<file path="src/sv/format_string_integer_formatter_macros.svh">
// ---------------------------------------------------------------------------
// Assertion macros for the integer format-string formatter
// Concurrent assertion wrappers; defining NO_ASSERTIONS removes them all.
// ---------------------------------------------------------------------------
`ifndef FORMAT_STRING_INTEGER_FORMATTER_MACROS_SVH
`define FORMAT_STRING_INTEGER_FORMATTER_MACROS_SVH

`ifndef NO_ASSERTIONS
`define FSIF_ASSERT_IMPL(label, ante, cons) \
    label: assert property (@(posedge clk) disable iff (!rst_n) (ante) |-> (cons)) \
        else $error("formatter assertion failed");
`define FSIF_ASSERT_NEXT(label, ante, cons) \
    label: assert property (@(posedge clk) disable iff (!rst_n) (ante) |=> (cons)) \
        else $error("formatter assertion failed");
`else
`define FSIF_ASSERT_IMPL(label, ante, cons)
`define FSIF_ASSERT_NEXT(label, ante, cons)
`endif

`endif

</file>
<file path="src/sv/fsif_pkg.sv">
// ---------------------------------------------------------------------------
// Formatter package
// Shared types, character codes and the digit-to-ASCII tables.
// ---------------------------------------------------------------------------
`timescale 1ns / 1ps

package fsif_pkg;

    typedef struct packed {
        logic load;
        logic hex;
        logic pop;
    } dig_cmd_t;

    typedef struct packed {
        logic       ready;
        logic       last;
        logic [3:0] digit;
    } dig_stat_t;

    typedef logic [7:0] char_t;

    localparam char_t CH_NUL     = 8'h00;
    localparam char_t CH_PERCENT = 8'h25;
    localparam char_t CH_MINUS   = 8'h2D;
    localparam char_t CH_ZERO    = 8'h30;
    localparam char_t CH_QMARK   = 8'h3F;
    localparam char_t CH_UC_X    = 8'h58;
    localparam char_t CH_LC_C    = 8'h63;
    localparam char_t CH_LC_D    = 8'h64;
    localparam char_t CH_LC_P    = 8'h70;
    localparam char_t CH_LC_U    = 8'h75;
    localparam char_t CH_LC_X    = 8'h78;

    localparam char_t HEX_UPPER [16] = '{
        8'h30, 8'h31, 8'h32, 8'h33, 8'h34, 8'h35, 8'h36, 8'h37,
        8'h38, 8'h39, 8'h41, 8'h42, 8'h43, 8'h44, 8'h45, 8'h46
    };

    localparam char_t HEX_LOWER [16] = '{
        8'h30, 8'h31, 8'h32, 8'h33, 8'h34, 8'h35, 8'h36, 8'h37,
        8'h38, 8'h39, 8'h61, 8'h62, 8'h63, 8'h64, 8'h65, 8'h66
    };

    function automatic char_t digit_char(input logic [3:0] digit, input logic upper);
        digit_char = upper ? HEX_UPPER[digit] : HEX_LOWER[digit];
    endfunction

endpackage

</file>
<file path="src/sv/fsif_digit_unit.sv">
// ---------------------------------------------------------------------------
// Formatter digit unit
// Bit-serial binary to BCD conversion (shift and add-three) or direct hex load,
// leading-zero skipping and digit-by-digit release, most significant digit first.
// ---------------------------------------------------------------------------
`timescale 1ns / 1ps

module fsif_digit_unit #(
    parameter int ARG_BITS = 64,
    parameter int NDIG     = 20
) (
    input  logic                 clk,
    input  logic                 rst_n,
    input  fsif_pkg::dig_cmd_t   cmd,
    input  logic [ARG_BITS-1:0]  value,
    output fsif_pkg::dig_stat_t  stat
);

    localparam int DW     = 4 * NDIG;
    localparam int BIT_CW = $clog2(ARG_BITS + 1);
    localparam int DIG_CW = $clog2(NDIG + 1);

    localparam logic [1:0] PH_HOLD = 2'd0;
    localparam logic [1:0] PH_CONV = 2'd1;
    localparam logic [1:0] PH_SKIP = 2'd2;

    logic [1:0]          phase_reg, phase_next;
    logic [ARG_BITS-1:0] bin_reg, bin_next;
    logic [DW-1:0]       dig_reg, dig_next;
    logic [BIT_CW-1:0]   bit_cnt_reg, bit_cnt_next;
    logic [DIG_CW-1:0]   dig_cnt_reg, dig_cnt_next;
    logic [DW-1:0]       adjusted;
    logic [3:0]          top_digit;

    always_comb
    begin
        for (int i = 0; i < NDIG; i++)
        begin
            adjusted[4*i +: 4] = (dig_reg[4*i +: 4] >= 4'd5) ?
                                 dig_reg[4*i +: 4] + 4'd3 : dig_reg[4*i +: 4];
        end
    end

    assign top_digit   = dig_reg[DW-1 -: 4];
    assign stat.ready  = (phase_reg == PH_HOLD);
    assign stat.last   = (dig_cnt_reg == DIG_CW'(1));
    assign stat.digit  = top_digit;

    always_comb
    begin
        phase_next   = phase_reg;
        bin_next     = bin_reg;
        dig_next     = dig_reg;
        bit_cnt_next = bit_cnt_reg;
        dig_cnt_next = dig_cnt_reg;
        unique case (phase_reg)
            PH_HOLD:
            begin
                if (cmd.load)
                begin
                    dig_cnt_next = DIG_CW'(NDIG);
                    if (cmd.hex)
                    begin
                        dig_next   = DW'(value);
                        phase_next = PH_SKIP;
                    end
                    else
                    begin
                        bin_next     = value;
                        dig_next     = '0;
                        bit_cnt_next = BIT_CW'(ARG_BITS);
                        phase_next   = PH_CONV;
                    end
                end
                else if (cmd.pop)
                begin
                    dig_next     = {dig_reg[DW-5:0], 4'd0};
                    dig_cnt_next = dig_cnt_reg - DIG_CW'(1);
                end
            end
            PH_CONV:
            begin
                dig_next     = {adjusted[DW-2:0], bin_reg[ARG_BITS-1]};
                bin_next     = {bin_reg[ARG_BITS-2:0], 1'b0};
                bit_cnt_next = bit_cnt_reg - BIT_CW'(1);
                if (bit_cnt_reg == BIT_CW'(1))
                begin
                    phase_next = PH_SKIP;
                end
            end
            PH_SKIP:
            begin
                if ((top_digit == 4'd0) && (dig_cnt_reg > DIG_CW'(1)))
                begin
                    dig_next     = {dig_reg[DW-5:0], 4'd0};
                    dig_cnt_next = dig_cnt_reg - DIG_CW'(1);
                end
                else
                begin
                    phase_next = PH_HOLD;
                end
            end
            default:
            begin
                phase_next = PH_HOLD;
            end
        endcase
    end

    always_ff @(posedge clk or negedge rst_n)
    begin
        if (!rst_n)
        begin
            phase_reg   <= PH_HOLD;
            bit_cnt_reg <= '0;
            dig_cnt_reg <= '0;
        end
        else
        begin
            phase_reg   <= phase_next;
            bit_cnt_reg <= bit_cnt_next;
            dig_cnt_reg <= dig_cnt_next;
        end
    end

    always_ff @(posedge clk)
    begin
        bin_reg <= bin_next;
        dig_reg <= dig_next;
    end

endmodule

</file>
<file path="src/sv/format_string_integer_formatter.sv">
// ---------------------------------------------------------------------------
// Integer format-string formatter
// Consumes one format byte per transaction and emits the formatted ASCII
// characters, each with its buffer position, store flag and running total.
// ---------------------------------------------------------------------------
//  Channel   Signals                                         Handshake
//  input     format_char, argument_value                     in_valid / in_ready
//  output    out_char, out_position, write_enable,           out_valid / out_ready
//            total_count, last_of_run
//  config    cfg_write_data (buffer size)                    cfg_write_en
//
// A literal, %c, %% or terminator goes from idle to a single-character emit state.
// Decimal conversions shift all ARG_BITS bits through the bit-serial BCD converter,
// skip leading zeros, hand over to the digit state and emit one character at a
// time, holding whenever the output stalls.
// Hexadecimal conversions skip the BCD converter and go through only the skip,
// hand-over and emit steps.
// Reset clears the pending percent, the character count and sets the buffer size
// to 65535. A stalled output holds the block; no character is dropped.
`timescale 1ns / 1ps

`include "format_string_integer_formatter_macros.svh"

module format_string_integer_formatter #(
    parameter int COUNT_BITS = 16,
    parameter int ARG_BITS   = 64
) (
    input  logic        clk,
    input  logic        rst_n,
    input  logic        in_valid,
    output logic        in_ready,
    input  logic [7:0]  format_char,
    input  logic [63:0] argument_value,
    output logic        out_valid,
    input  logic        out_ready,
    output logic [7:0]  out_char,
    output logic [15:0] out_position,
    output logic        write_enable,
    output logic [15:0] total_count,
    output logic        last_of_run,
    input  logic        cfg_write_en,
    input  logic [15:0] cfg_write_data
);

    localparam int NDIG  = (ARG_BITS * 30103) / 100000 + 1;
    localparam int CMP_W = (COUNT_BITS > 16) ? COUNT_BITS : 16;
    localparam logic [COUNT_BITS-1:0] COUNT_MAX = {COUNT_BITS{1'b1}};

    localparam logic [2:0] ST_IDLE  = 3'd0;
    localparam logic [2:0] ST_ONE   = 3'd1;
    localparam logic [2:0] ST_PRE   = 3'd2;
    localparam logic [2:0] ST_DIGIT = 3'd3;

    logic [2:0]            state_reg, state_next;
    logic                  pending_reg, pending_next;
    logic [COUNT_BITS-1:0] cnt_reg, cnt_next;
    logic [15:0]           size_reg;
    fsif_pkg::char_t       one_char_reg, one_char_next;
    logic                  term_reg, term_next;
    logic [1:0]            pre_cnt_reg, pre_cnt_next;
    logic                  pre_p_reg, pre_p_next;
    logic                  upper_reg, upper_next;

    logic                  out_valid_reg, out_valid_next;
    fsif_pkg::char_t       out_char_reg, out_char_next;
    logic [15:0]           out_pos_reg, out_pos_next;
    logic                  out_we_reg, out_we_next;
    logic [15:0]           out_total_reg, out_total_next;
    logic                  out_last_reg, out_last_next;

    fsif_pkg::dig_cmd_t    dig_cmd;
    fsif_pkg::dig_stat_t   dig_stat;
    logic [ARG_BITS-1:0]   arg;
    logic [ARG_BITS-1:0]   neg_arg;
    logic [ARG_BITS-1:0]   load_value;

    logic                  in_fire;
    logic                  emit_req;
    logic                  emit_go;
    logic                  size_nz;
    logic [CMP_W-1:0]      cnt_w;
    logic [CMP_W-1:0]      lim_w;
    logic                  below_lim;
    logic                  cnt_sat;
    logic                  prod_we;
    logic [COUNT_BITS-1:0] cnt_inc;
    logic [15:0]           term_pos;
    fsif_pkg::char_t       emit_char;
    logic                  emit_last;
    logic                  emit_term;

    assign arg     = argument_value[ARG_BITS-1:0];
    assign neg_arg = (~arg) + {{(ARG_BITS-1){1'b0}}, 1'b1};

    assign in_ready = (state_reg == ST_IDLE);
    assign in_fire  = in_valid && in_ready;

    assign size_nz   = (size_reg != 16'd0);
    assign cnt_w     = CMP_W'(cnt_reg);
    assign lim_w     = CMP_W'(size_reg - 16'd1);
    assign below_lim = (cnt_w < lim_w);
    assign cnt_sat   = (cnt_reg == COUNT_MAX);
    assign prod_we   = size_nz && below_lim && !cnt_sat;
    assign cnt_inc   = cnt_sat ? cnt_reg : cnt_reg + {{(COUNT_BITS-1){1'b0}}, 1'b1};
    assign term_pos  = !size_nz ? 16'd0 : (below_lim ? 16'(cnt_w) : 16'(lim_w));

    assign emit_req = (state_reg == ST_ONE) || (state_reg == ST_DIGIT) ||
                      ((state_reg == ST_PRE) && (pre_cnt_reg != 2'd0));
    assign emit_go  = emit_req && (!out_valid_reg || out_ready);

    always_comb
    begin
        emit_char = one_char_reg;
        emit_last = 1'b1;
        emit_term = 1'b0;
        unique case (state_reg)
            ST_ONE:
            begin
                emit_char = one_char_reg;
                emit_term = term_reg;
            end
            ST_PRE:
            begin
                emit_last = 1'b0;
                if (pre_cnt_reg == 2'd2)
                begin
                    emit_char = fsif_pkg::CH_ZERO;
                end
                else
                begin
                    emit_char = pre_p_reg ? fsif_pkg::CH_LC_X : fsif_pkg::CH_MINUS;
                end
            end
            ST_DIGIT:
            begin
                emit_char = fsif_pkg::digit_char(dig_stat.digit, upper_reg);
                emit_last = dig_stat.last;
            end
            default:
            begin
                emit_char = one_char_reg;
            end
        endcase
    end

    always_comb
    begin
        state_next     = state_reg;
        pending_next   = pending_reg;
        cnt_next       = cnt_reg;
        one_char_next  = one_char_reg;
        term_next      = term_reg;
        pre_cnt_next   = pre_cnt_reg;
        pre_p_next     = pre_p_reg;
        upper_next     = upper_reg;
        dig_cmd.load   = 1'b0;
        dig_cmd.hex    = 1'b0;
        dig_cmd.pop    = 1'b0;
        load_value     = arg;

        out_valid_next = out_valid_reg && !out_ready;
        out_char_next  = out_char_reg;
        out_pos_next   = out_pos_reg;
        out_we_next    = out_we_reg;
        out_total_next = out_total_reg;
        out_last_next  = out_last_reg;

        if (emit_go)
        begin
            out_valid_next = 1'b1;
            out_char_next  = emit_char;
            out_last_next  = emit_last;
            if (emit_term)
            begin
                out_pos_next   = term_pos;
                out_we_next    = size_nz;
                out_total_next = 16'(cnt_reg);
                cnt_next       = '0;
            end
            else
            begin
                out_pos_next   = 16'(cnt_reg);
                out_we_next    = prod_we;
                out_total_next = 16'(cnt_inc);
                cnt_next       = cnt_inc;
            end
        end

        unique case (state_reg)
            ST_IDLE:
            begin
                if (in_fire)
                begin
                    term_next = 1'b0;
                    if (format_char == fsif_pkg::CH_NUL)
                    begin
                        one_char_next = fsif_pkg::CH_NUL;
                        term_next     = 1'b1;
                        pending_next  = 1'b0;
                        state_next    = ST_ONE;
                    end
                    else if (!pending_reg)
                    begin
                        if (format_char == fsif_pkg::CH_PERCENT)
                        begin
                            pending_next = 1'b1;
                        end
                        else
                        begin
                            one_char_next = format_char;
                            state_next    = ST_ONE;
                        end
                    end
                    else
                    begin
                        pending_next = 1'b0;
                        state_next   = ST_ONE;
                        case (format_char) inside
                            fsif_pkg::CH_LC_C:
                            begin
                                one_char_next = argument_value[7:0];
                            end
                            fsif_pkg::CH_PERCENT:
                            begin
                                one_char_next = fsif_pkg::CH_PERCENT;
                            end
                            fsif_pkg::CH_LC_D, fsif_pkg::CH_LC_U, fsif_pkg::CH_LC_X,
                            fsif_pkg::CH_UC_X, fsif_pkg::CH_LC_P:
                            begin
                                state_next   = ST_PRE;
                                dig_cmd.load = 1'b1;
                                dig_cmd.hex  = (format_char == fsif_pkg::CH_LC_X) ||
                                               (format_char == fsif_pkg::CH_UC_X) ||
                                               (format_char == fsif_pkg::CH_LC_P);
                                upper_next   = (format_char == fsif_pkg::CH_UC_X);
                                pre_p_next   = (format_char == fsif_pkg::CH_LC_P);
                                pre_cnt_next = 2'd0;
                                if (format_char == fsif_pkg::CH_LC_P)
                                begin
                                    pre_cnt_next = 2'd2;
                                end
                                else if ((format_char == fsif_pkg::CH_LC_D) &&
                                         arg[ARG_BITS-1])
                                begin
                                    pre_cnt_next = 2'd1;
                                    load_value   = neg_arg;
                                end
                            end
                            default:
                            begin
                                one_char_next = fsif_pkg::CH_QMARK;
                            end
                        endcase
                    end
                end
            end
            ST_ONE:
            begin
                if (emit_go)
                begin
                    state_next = ST_IDLE;
                end
            end
            ST_PRE:
            begin
                if (emit_go)
                begin
                    pre_cnt_next = pre_cnt_reg - 2'd1;
                end
                else if ((pre_cnt_reg == 2'd0) && dig_stat.ready)
                begin
                    state_next = ST_DIGIT;
                end
            end
            ST_DIGIT:
            begin
                if (emit_go)
                begin
                    dig_cmd.pop = 1'b1;
                    if (dig_stat.last)
                    begin
                        state_next = ST_IDLE;
                    end
                end
            end
            default:
            begin
                state_next = ST_IDLE;
            end
        endcase
    end

    fsif_digit_unit #(
        .ARG_BITS (ARG_BITS),
        .NDIG     (NDIG)
    ) u_digit_unit (
        .clk   (clk),
        .rst_n (rst_n),
        .cmd   (dig_cmd),
        .value (load_value),
        .stat  (dig_stat)
    );

    always_ff @(posedge clk or negedge rst_n)
    begin
        if (!rst_n)
        begin
            state_reg     <= ST_IDLE;
            pending_reg   <= 1'b0;
            cnt_reg       <= '0;
            size_reg      <= 16'hFFFF;
            pre_cnt_reg   <= 2'd0;
            out_valid_reg <= 1'b0;
        end
        else
        begin
            state_reg     <= state_next;
            pending_reg   <= pending_next;
            cnt_reg       <= cnt_next;
            pre_cnt_reg   <= pre_cnt_next;
            out_valid_reg <= out_valid_next;
            if (cfg_write_en)
            begin
                size_reg <= cfg_write_data;
            end
        end
    end

    always_ff @(posedge clk)
    begin
        one_char_reg  <= one_char_next;
        term_reg      <= term_next;
        pre_p_reg     <= pre_p_next;
        upper_reg     <= upper_next;
        out_char_reg  <= out_char_next;
        out_pos_reg   <= out_pos_next;
        out_we_reg    <= out_we_next;
        out_total_reg <= out_total_next;
        out_last_reg  <= out_last_next;
    end

    assign out_valid    = out_valid_reg;
    assign out_char     = out_char_reg;
    assign out_position = out_pos_reg;
    assign write_enable = out_we_reg;
    assign total_count  = out_total_reg;
    assign last_of_run  = out_last_reg;

    // Digits are only released once the converter has finished and skipped zeros.
    `FSIF_ASSERT_IMPL(a_digit_ready, (state_reg == ST_DIGIT), dig_stat.ready)
    // A zero format byte always leads to a terminator transaction.
    `FSIF_ASSERT_NEXT(a_term_follows, (in_fire && (format_char == fsif_pkg::CH_NUL)),
                      ((state_reg == ST_ONE) && term_reg))
    // The character count saturates rather than wrapping.
    `FSIF_ASSERT_NEXT(a_count_saturates, (cnt_reg == COUNT_MAX),
                      ((cnt_reg == COUNT_MAX) || (cnt_reg == '0)))

endmodule
</file>
<file path="config.mk">
export PLATFORM = sky130hd
export DESIGN_NAME = format_string_integer_formatter
export DESIGN_NICKNAME = d
export VERILOG_FILES = /design/src/sv/fsif_pkg.sv /design/src/sv/fsif_digit_unit.sv /design/src/sv/format_string_integer_formatter.sv
export VERILOG_INCLUDE_DIRS = /design/src /design/src/sv
export SDC_FILE = /design/constraint.sdc
export NUM_CORES = 1
export LEC_CHECK = 0
export ABC_AREA = 1
export BUFFER_PORTS_ARGS = -buffer_cell sky130_fd_sc_hd__buf_2
export CORE_MARGIN = 2
export CORE_UTILIZATION = 30
export DETAILED_ROUTE_END_ITERATION = 8
export PLACE_DENSITY = 0.58
export SLEW_MARGIN = 20
export SYNTH_ARGS = -nofsm -noshare
export SYNTH_HDL_FRONTEND = slang
export SYNTH_HIERARCHICAL = 1
export SYNTH_SLANG_ARGS = --single-unit
</file>
<file path="constraint.sdc">
create_clock -name clk -period 15.53 [get_ports clk]
set_input_delay 0.7765 -clock clk [delete_from_list [all_inputs] [get_ports clk]]
set_output_delay 0.7765 -clock clk [all_outputs]
set_load 0.02 [all_outputs]
</file>
==> impl_metrics.toml, run 1 <==
[critical_path]
crit_slowest_cell = "a21oi_1"
cp_cell_sequence = "inv_1 -> ha_1 -> nand4_1 -> nor3_1 -> nand2_1 -> nand2_1 -> inv_1 -> ha_1 -> nand2_1 -> inv_1 -> nand3_1 -> inv_1 -> a21oi_1 -> nand2_1 -> nor2_1 -> o21ai_0"
endpoint_kind = "flop"
reg2reg_slack_ns = 11.50
critPathMaxStageDelay_ns = 0.68
path_max_fanout = 23
worstPathArrival_ns = 4.35
cp.required_ns = 15.84
worstSetupPathType = "flop to flop"
cp-start-kind = "flop"

[synthesis]
synth_edf_count = 197
synth_cell_types = 48
syn_nets = 2275
synth_area_um2 = 16770
avgSynthCellArea_um2 = 7.942
synth_flop_cell = "edfxtp_1"
syn_inst = 2111
synthArstFlopShare = 0.2088
yosys_warnings = 6
synth-seq-area-share = 0.4316
synth-seq-cells = 249

[clock_network]
cts_resized = 0
worst_skew_pair.late_latency_ns = 0.57
cts_sinks = 249
post_cts_buffers = 0
hold_buffers = 0
ctsHtreeMaxLevel = 1
cts-root-buf = "clkbuf_16"
cts_buffers = 29
cts_tree = "yes"
path_clk_slew_ns = 0.06
clk_path_buf_depth = 3

[cells_and_area]
drive_gt1_frac = 0.1289
fin_util = 0.3451
largest_reg_flops = 80
finalNetCount = 2384
area_growth_pct = 13.62

[grt]
grt_use_met2 = 0.3073
antenna_found_initial = 0
grt_busiest_layer = "met2"
use_met1 = 0.2084
grt_util_all_layers = 0.1697
use_met3 = 0.02009
overflow = 0
grt_start_max_net_pins = 99
grt_pass1_wl_um = 77900
grt_pass1_vias = 14350

[drt]
first_pass_iters = 5
drc = 0
drt_wl_total_um = 49660
drt-wirelength-per-cell_um = 16.60
vias = 14780
ant_nets = 0
detailedRoute.firstIterationViolations = 1158
vias_per_cell = 4.941

[placed_design]
dp_hpwl_um = 37190
gp_congestion = 0.9409
io_buffers = 136

[sta]
fin_crit_ns = 4.032
finalSetupViolCount = 0
worstMarginPinSlew_ns = 1.062
fmax_mhz = 248.0
slew_viol_final = 0
timing.setup.tns_ns = 0
fin_crit_sh = 0.2596
hold_viol_final = 0
slew_headroom = 0.2909
rsz0062_at_grt = "no"
finClkSkew_ns = 0.03044

[flow_run]
cap_violations = 0

[power]
leakagePower_nw = 8.366
vdd_drop_max_uv = 99.05
powerDensity_nw_per_um2 = 181.5

[status]
outcome = "finished clean"

[floorplanning]
die_h_um = 240.4
dieWidth_um = 240.4
initial_utilization = 0.3037
rows = 86
core_um2 = 55200
die-area_um2 = 57790
ios = 137

[worst_hold_path]
hold_class = "primary input to asynchronous set/reset pin"
-- Yosys cell counts (8+ instances only) --
cell type  number  share of area
buf_2          23         0.0069
o211ai_1       32          0.014
xor2_1         67          0.035
ha_1           71          0.053
nor2_4         14         0.0094
nor3_1         23         0.0069
o22ai_1        41          0.015
nand2_2         8         0.0030
nor2_2          8         0.0030
clkbuf_1       29         0.0065
inv_1         354          0.079
o21bai_1       15         0.0067
a21oi_1        62          0.019
dfrtp_1        36          0.054
o21ai_0       193          0.058
buf_4          12         0.0054
or2_2          20         0.0075
nand2_1       468           0.10
o221ai_1       17         0.0089
nand4_1        57          0.021
nor2_1        139          0.031
dfstp_2        16          0.025
inv_2          14         0.0031
edfxtp_1      197           0.35
nand3_1       134          0.040
-- power by group --
| group | internal (mW) | total, mW | switching [mW] |
|---|---|---|---|
| Clock | 0.367 | 0.646 | 0.279 |
| Sequential | 1.15 | 1.34 | 0.187 |
| Combinational | 0.475 | 1.47 | 1.00 |
-- worst max-delay path: cells and delay by family, from the launching register on --
kind                       cells  cell delay [ns]
buffers and inverters          4             0.25
adders and majority gates      2             0.50
AOI/OAI and AO/OA              2             0.79
DFF                            1             0.37
and+or+nand+nor                8             1.86
-- layout by cell type (no fill, tap or decap), types with 6 or more instances in the layout --
master / n
nand2_1: 468
inv_1: 354
edfxtp_1: 197
o21ai_0: 193
nor2_1: 137
buf_2: 136
nand3_1: 133
ha_1: 70
xor2_1: 67
a21oi_1: 62
nand4_1: 57
o22ai_1: 41
dfrtp_1: 36
o211ai_1: 32
clkbuf_16: 29
nor3_1: 23
or2_2: 20
o221ai_1: 17
nor2_4: 16
dfstp_2: 16
o21bai_1: 15
inv_2: 14
nor2_2: 8
nand2_2: 8
clkbuf_1: 8
buf_4: 8
nor4_1: 7
mux2_2: 6
-- per-stage QoR --
step,hold WS (ns),total power [mW],instances,setup WS (ns),area (um2)
finish,0.3325,3.457,2992,11.50,19050
global route,0.3811,3.734,2990,11.17,19040
CTS,0.3429,3.478,2990,11.61,19040
detailed placement,0.4900,2.814,2937,11.38,18150
global placement,0.4875,2.761,2937,11.47,18150
floorplan,0.4645,2.407,2111,9.514,16770
-- routing by layer --
metal | share of wire | wire, um
met4 | 0.032 | 1578
met1 | 0.42 | 20860
met2 | 0.50 | 24700
met5 | 0 | 0
met3 | 0.051 | 2533
-- path summary, 6_finish.rpt --
check                                       startpoint                     endpoint  cells after the start
setup reg to reg                           size_reg[0]              out_position[0]                     16
hold / removal                                   rst_n                   cnt_reg[4]                      2
hold reg to reg            u_digit_unit/dig_cnt_reg[1]  u_digit_unit/dig_cnt_reg[1]                      2
min in group clk                     cfg_write_data[1]                  size_reg[1]                      3
max in group asynchronous                        rst_n  u_digit_unit/bit_cnt_reg[3]                      2
setup / recovery                           size_reg[0]              out_position[0]                     16
-- area by class of cell --
cell class                      instances  area (um2)
Timing Repair Buffer                  145       752.0
Clock buffer                           42       824.5
Inverter                              368        1381
Sequential cell                       249        7237
Clock inverter                         11       62.56
Tap cell                              748       935.9
Multi-Input combinational cell       1427        7851
Antenna cell                            2       5.005
Fill cell                            5735       36150
-- cell families (layout without fill, tap and decap cells) --
group | after synthesis | in the layout | synth area share
adders and majority gates | 71 | 71 | 0.05298
buffers and inverters | 435 | 566 | 0.1031
and+or+nand+nor | 891 | 891 | 0.2377
other | 0 | 2 | 0
xor gates and xnor gates | 70 | 70 | 0.03657
AOI/OAI and AO/OA | 389 | 389 | 0.1340
DFF | 249 | 249 | 0.4316
muxes | 6 | 6 | 0.004030
(Power assumes the default switching activity.)
==> run 2, diff against run 1 <==
- clock period: 15.53 -> 3.85 ns (I/O delays scaled with it)
==> impl_metrics.toml, run 2 (synthesis results as in run 1) <==
[status]
outcome = "finished clean"

[sta]
timing.setup.tns_ns = 0
hold_viol_final = 0
worstMarginPinSlew_ns = 1.064
setup_slack_ns = 0.6081
fin_crit_sh = 0.8421
finClkSkew_ns = 0.01079
fin_crit_ns = 3.242
slew_viol_final = 0
fmax_mhz = 308.5
holdWs_ns = 0.04222
rsz0062_at_grt = "no"
finalSetupViolCount = 0
slew_headroom = 0.2899

[cells_and_area]
finalNetCount = 2414
area_growth_pct = 15.62
largest_reg_flops = 80
fin_area_um2 = 19380
drive_gt1_frac = 0.1302
final_cell_mix = "468 x nand2_1, 354 x inv_1, 197 x edfxtp_1"
final_common_cell = "nand2_1"

[grt]
grt_util_all_layers = 0.1695
grt_pass1_vias = 14650
overflow = 0
grt_pass1_wl_um = 77740
antenna_found_initial = 4
grt_start_max_net_pins = 120

[floorplanning]
rows = 86
core_um2 = 55200
die_h_um = 240.4
initial_utilization = 0.3037
ios = 137
die-area_um2 = 57790
dieWidth_um = 240.4

[critical_path]
worstPathArrival_ns = 3.52
crit_slowest_cell = "dfstp_2"
path_max_fanout = 13
r2r-start = "size_reg[0]"
worstSetupPathType = "flop to flop"
reg2reg_slack_ns = 0.61
cp-start-kind = "flop"
crit_start = "size_reg[0]"
critPathMaxStageDelay_ns = 0.38
cp.required_ns = 4.13
cp_cell_sequence = "inv_1 -> ha_1 -> nand4_1 -> nor3_1 -> nand2_1 -> nand2_1 -> inv_1 -> ha_1 -> nand2_1 -> inv_1 -> nand3_1 -> nor3_1 -> nand2_1 -> nand2_1 -> buf_4 -> nand2_1 -> nand3_1 -> o21ai_0"
cp_common_cell = "nand2_1"
endpoint_kind = "flop"

[flow_run]
cap_violations = 0

[power]
leakagePower_nw = 8.521
vdd_drop_max_uv = 432.0
total_power_mw = 14.13
powerDensity_nw_per_um2 = 728.9

[clock_network]
cts_tree = "yes"
post_cts_buffers = 0
cts-root-buf = "clkbuf_16"
cts_buffers = 29
cts_sinks = 249
worst_skew_pair.late_latency_ns = 0.56
cts_resized = 0
ctsHtreeMaxLevel = 1
path_clk_slew_ns = 0.06
clk_path_buf_depth = 3

[drt]
first_pass_iters = 5
drt_wl_total_um = 49120
vias = 14890
drt-wirelength-per-cell_um = 16.25
vias_per_cell = 4.925
drc = 0
ant_nets = 0
detailedRoute.firstIterationViolations = 1218

[placed_design]
preCtsSetupSlack_ns = 0.6316
dp_hpwl_um = 36810
io_buffers = 136
gp_congestion = 0.9438
placed_area_um2 = 18240

[worst_hold_path]
hp-start = "format_char[1]"
hold_class = "primary input to flop"
-- run 2: repair_timing --
item	4_1_cts	5_1_grt
setup endpoints to repair	0	0
hold buffers	22	0
hold endpoints to repair	43	0
-- run 2: per-layer routing --
| layer | routed length (um) | global-route usage |
|---|---|---|
| met4 | 1677 | 0.05985 |
| met2 | 23530 | 0.2975 |
| met1 | 21240 | 0.2145 |
| met3 | 2665 | 0.01917 |
| met5 | 0 | 0 |
-- run 2: power breakdown --
part	total (mW)	switching (mW)	internal (mW)
clock	2.69	1.12	1.57
combinational	6.07	4.07	2.00
sequential	5.37	0.746	4.62
-- run 2: worst max-delay path: cells and delay by family, from the launching register on --
kind / cells / cell delay [ns]
AO/OA/AOI/OAI: 1 / 0.10
adder cells (fa/ha/maj): 2 / 0.48
buffers and inverters: 4 / 0.41
flip-flops: 1 / 0.38
AND/OR/NAND/NOR: 11 / 1.57
-- run 2: final cells by class --
cell class | instances | area [um2]
Fill cell | 5739 | 35820
Multi-Input combinational cell | 1427 | 7851
Sequential cell | 249 | 7237
Inverter | 368 | 1381
Timing Repair Buffer | 175 | 1057
Tap cell | 748 | 935.9
Clock buffer | 39 | 793.3
Clock inverter | 15 | 123.9
Antenna cell | 2 | 5.005
-- run 2: path summary, 6_finish.rpt --
path,to,cells after the start
hold reg to reg,size_reg[4],2
hold / removal,one_char_reg[1],3
setup reg to reg,out_position[3],18
min in group asynchronous,cnt_reg[2],2
max in group asynchronous,size_reg[7],3
setup / recovery,out_position[3],18
-- run 2: through the flow --
| step | cells | utilization |
|---|---|---|
| 2_1_floorplan | 2111 | - |
| 3_3_place_gp | 2945 | 0.3304 |
| 3_5_place_dp | 2945 | 0.3304 |
| 4_1_cts | 3021 | 0.3510 |
| 5_1_grt | 3021 | 0.3511 |
| 6_report | 3023 | 0.3512 |
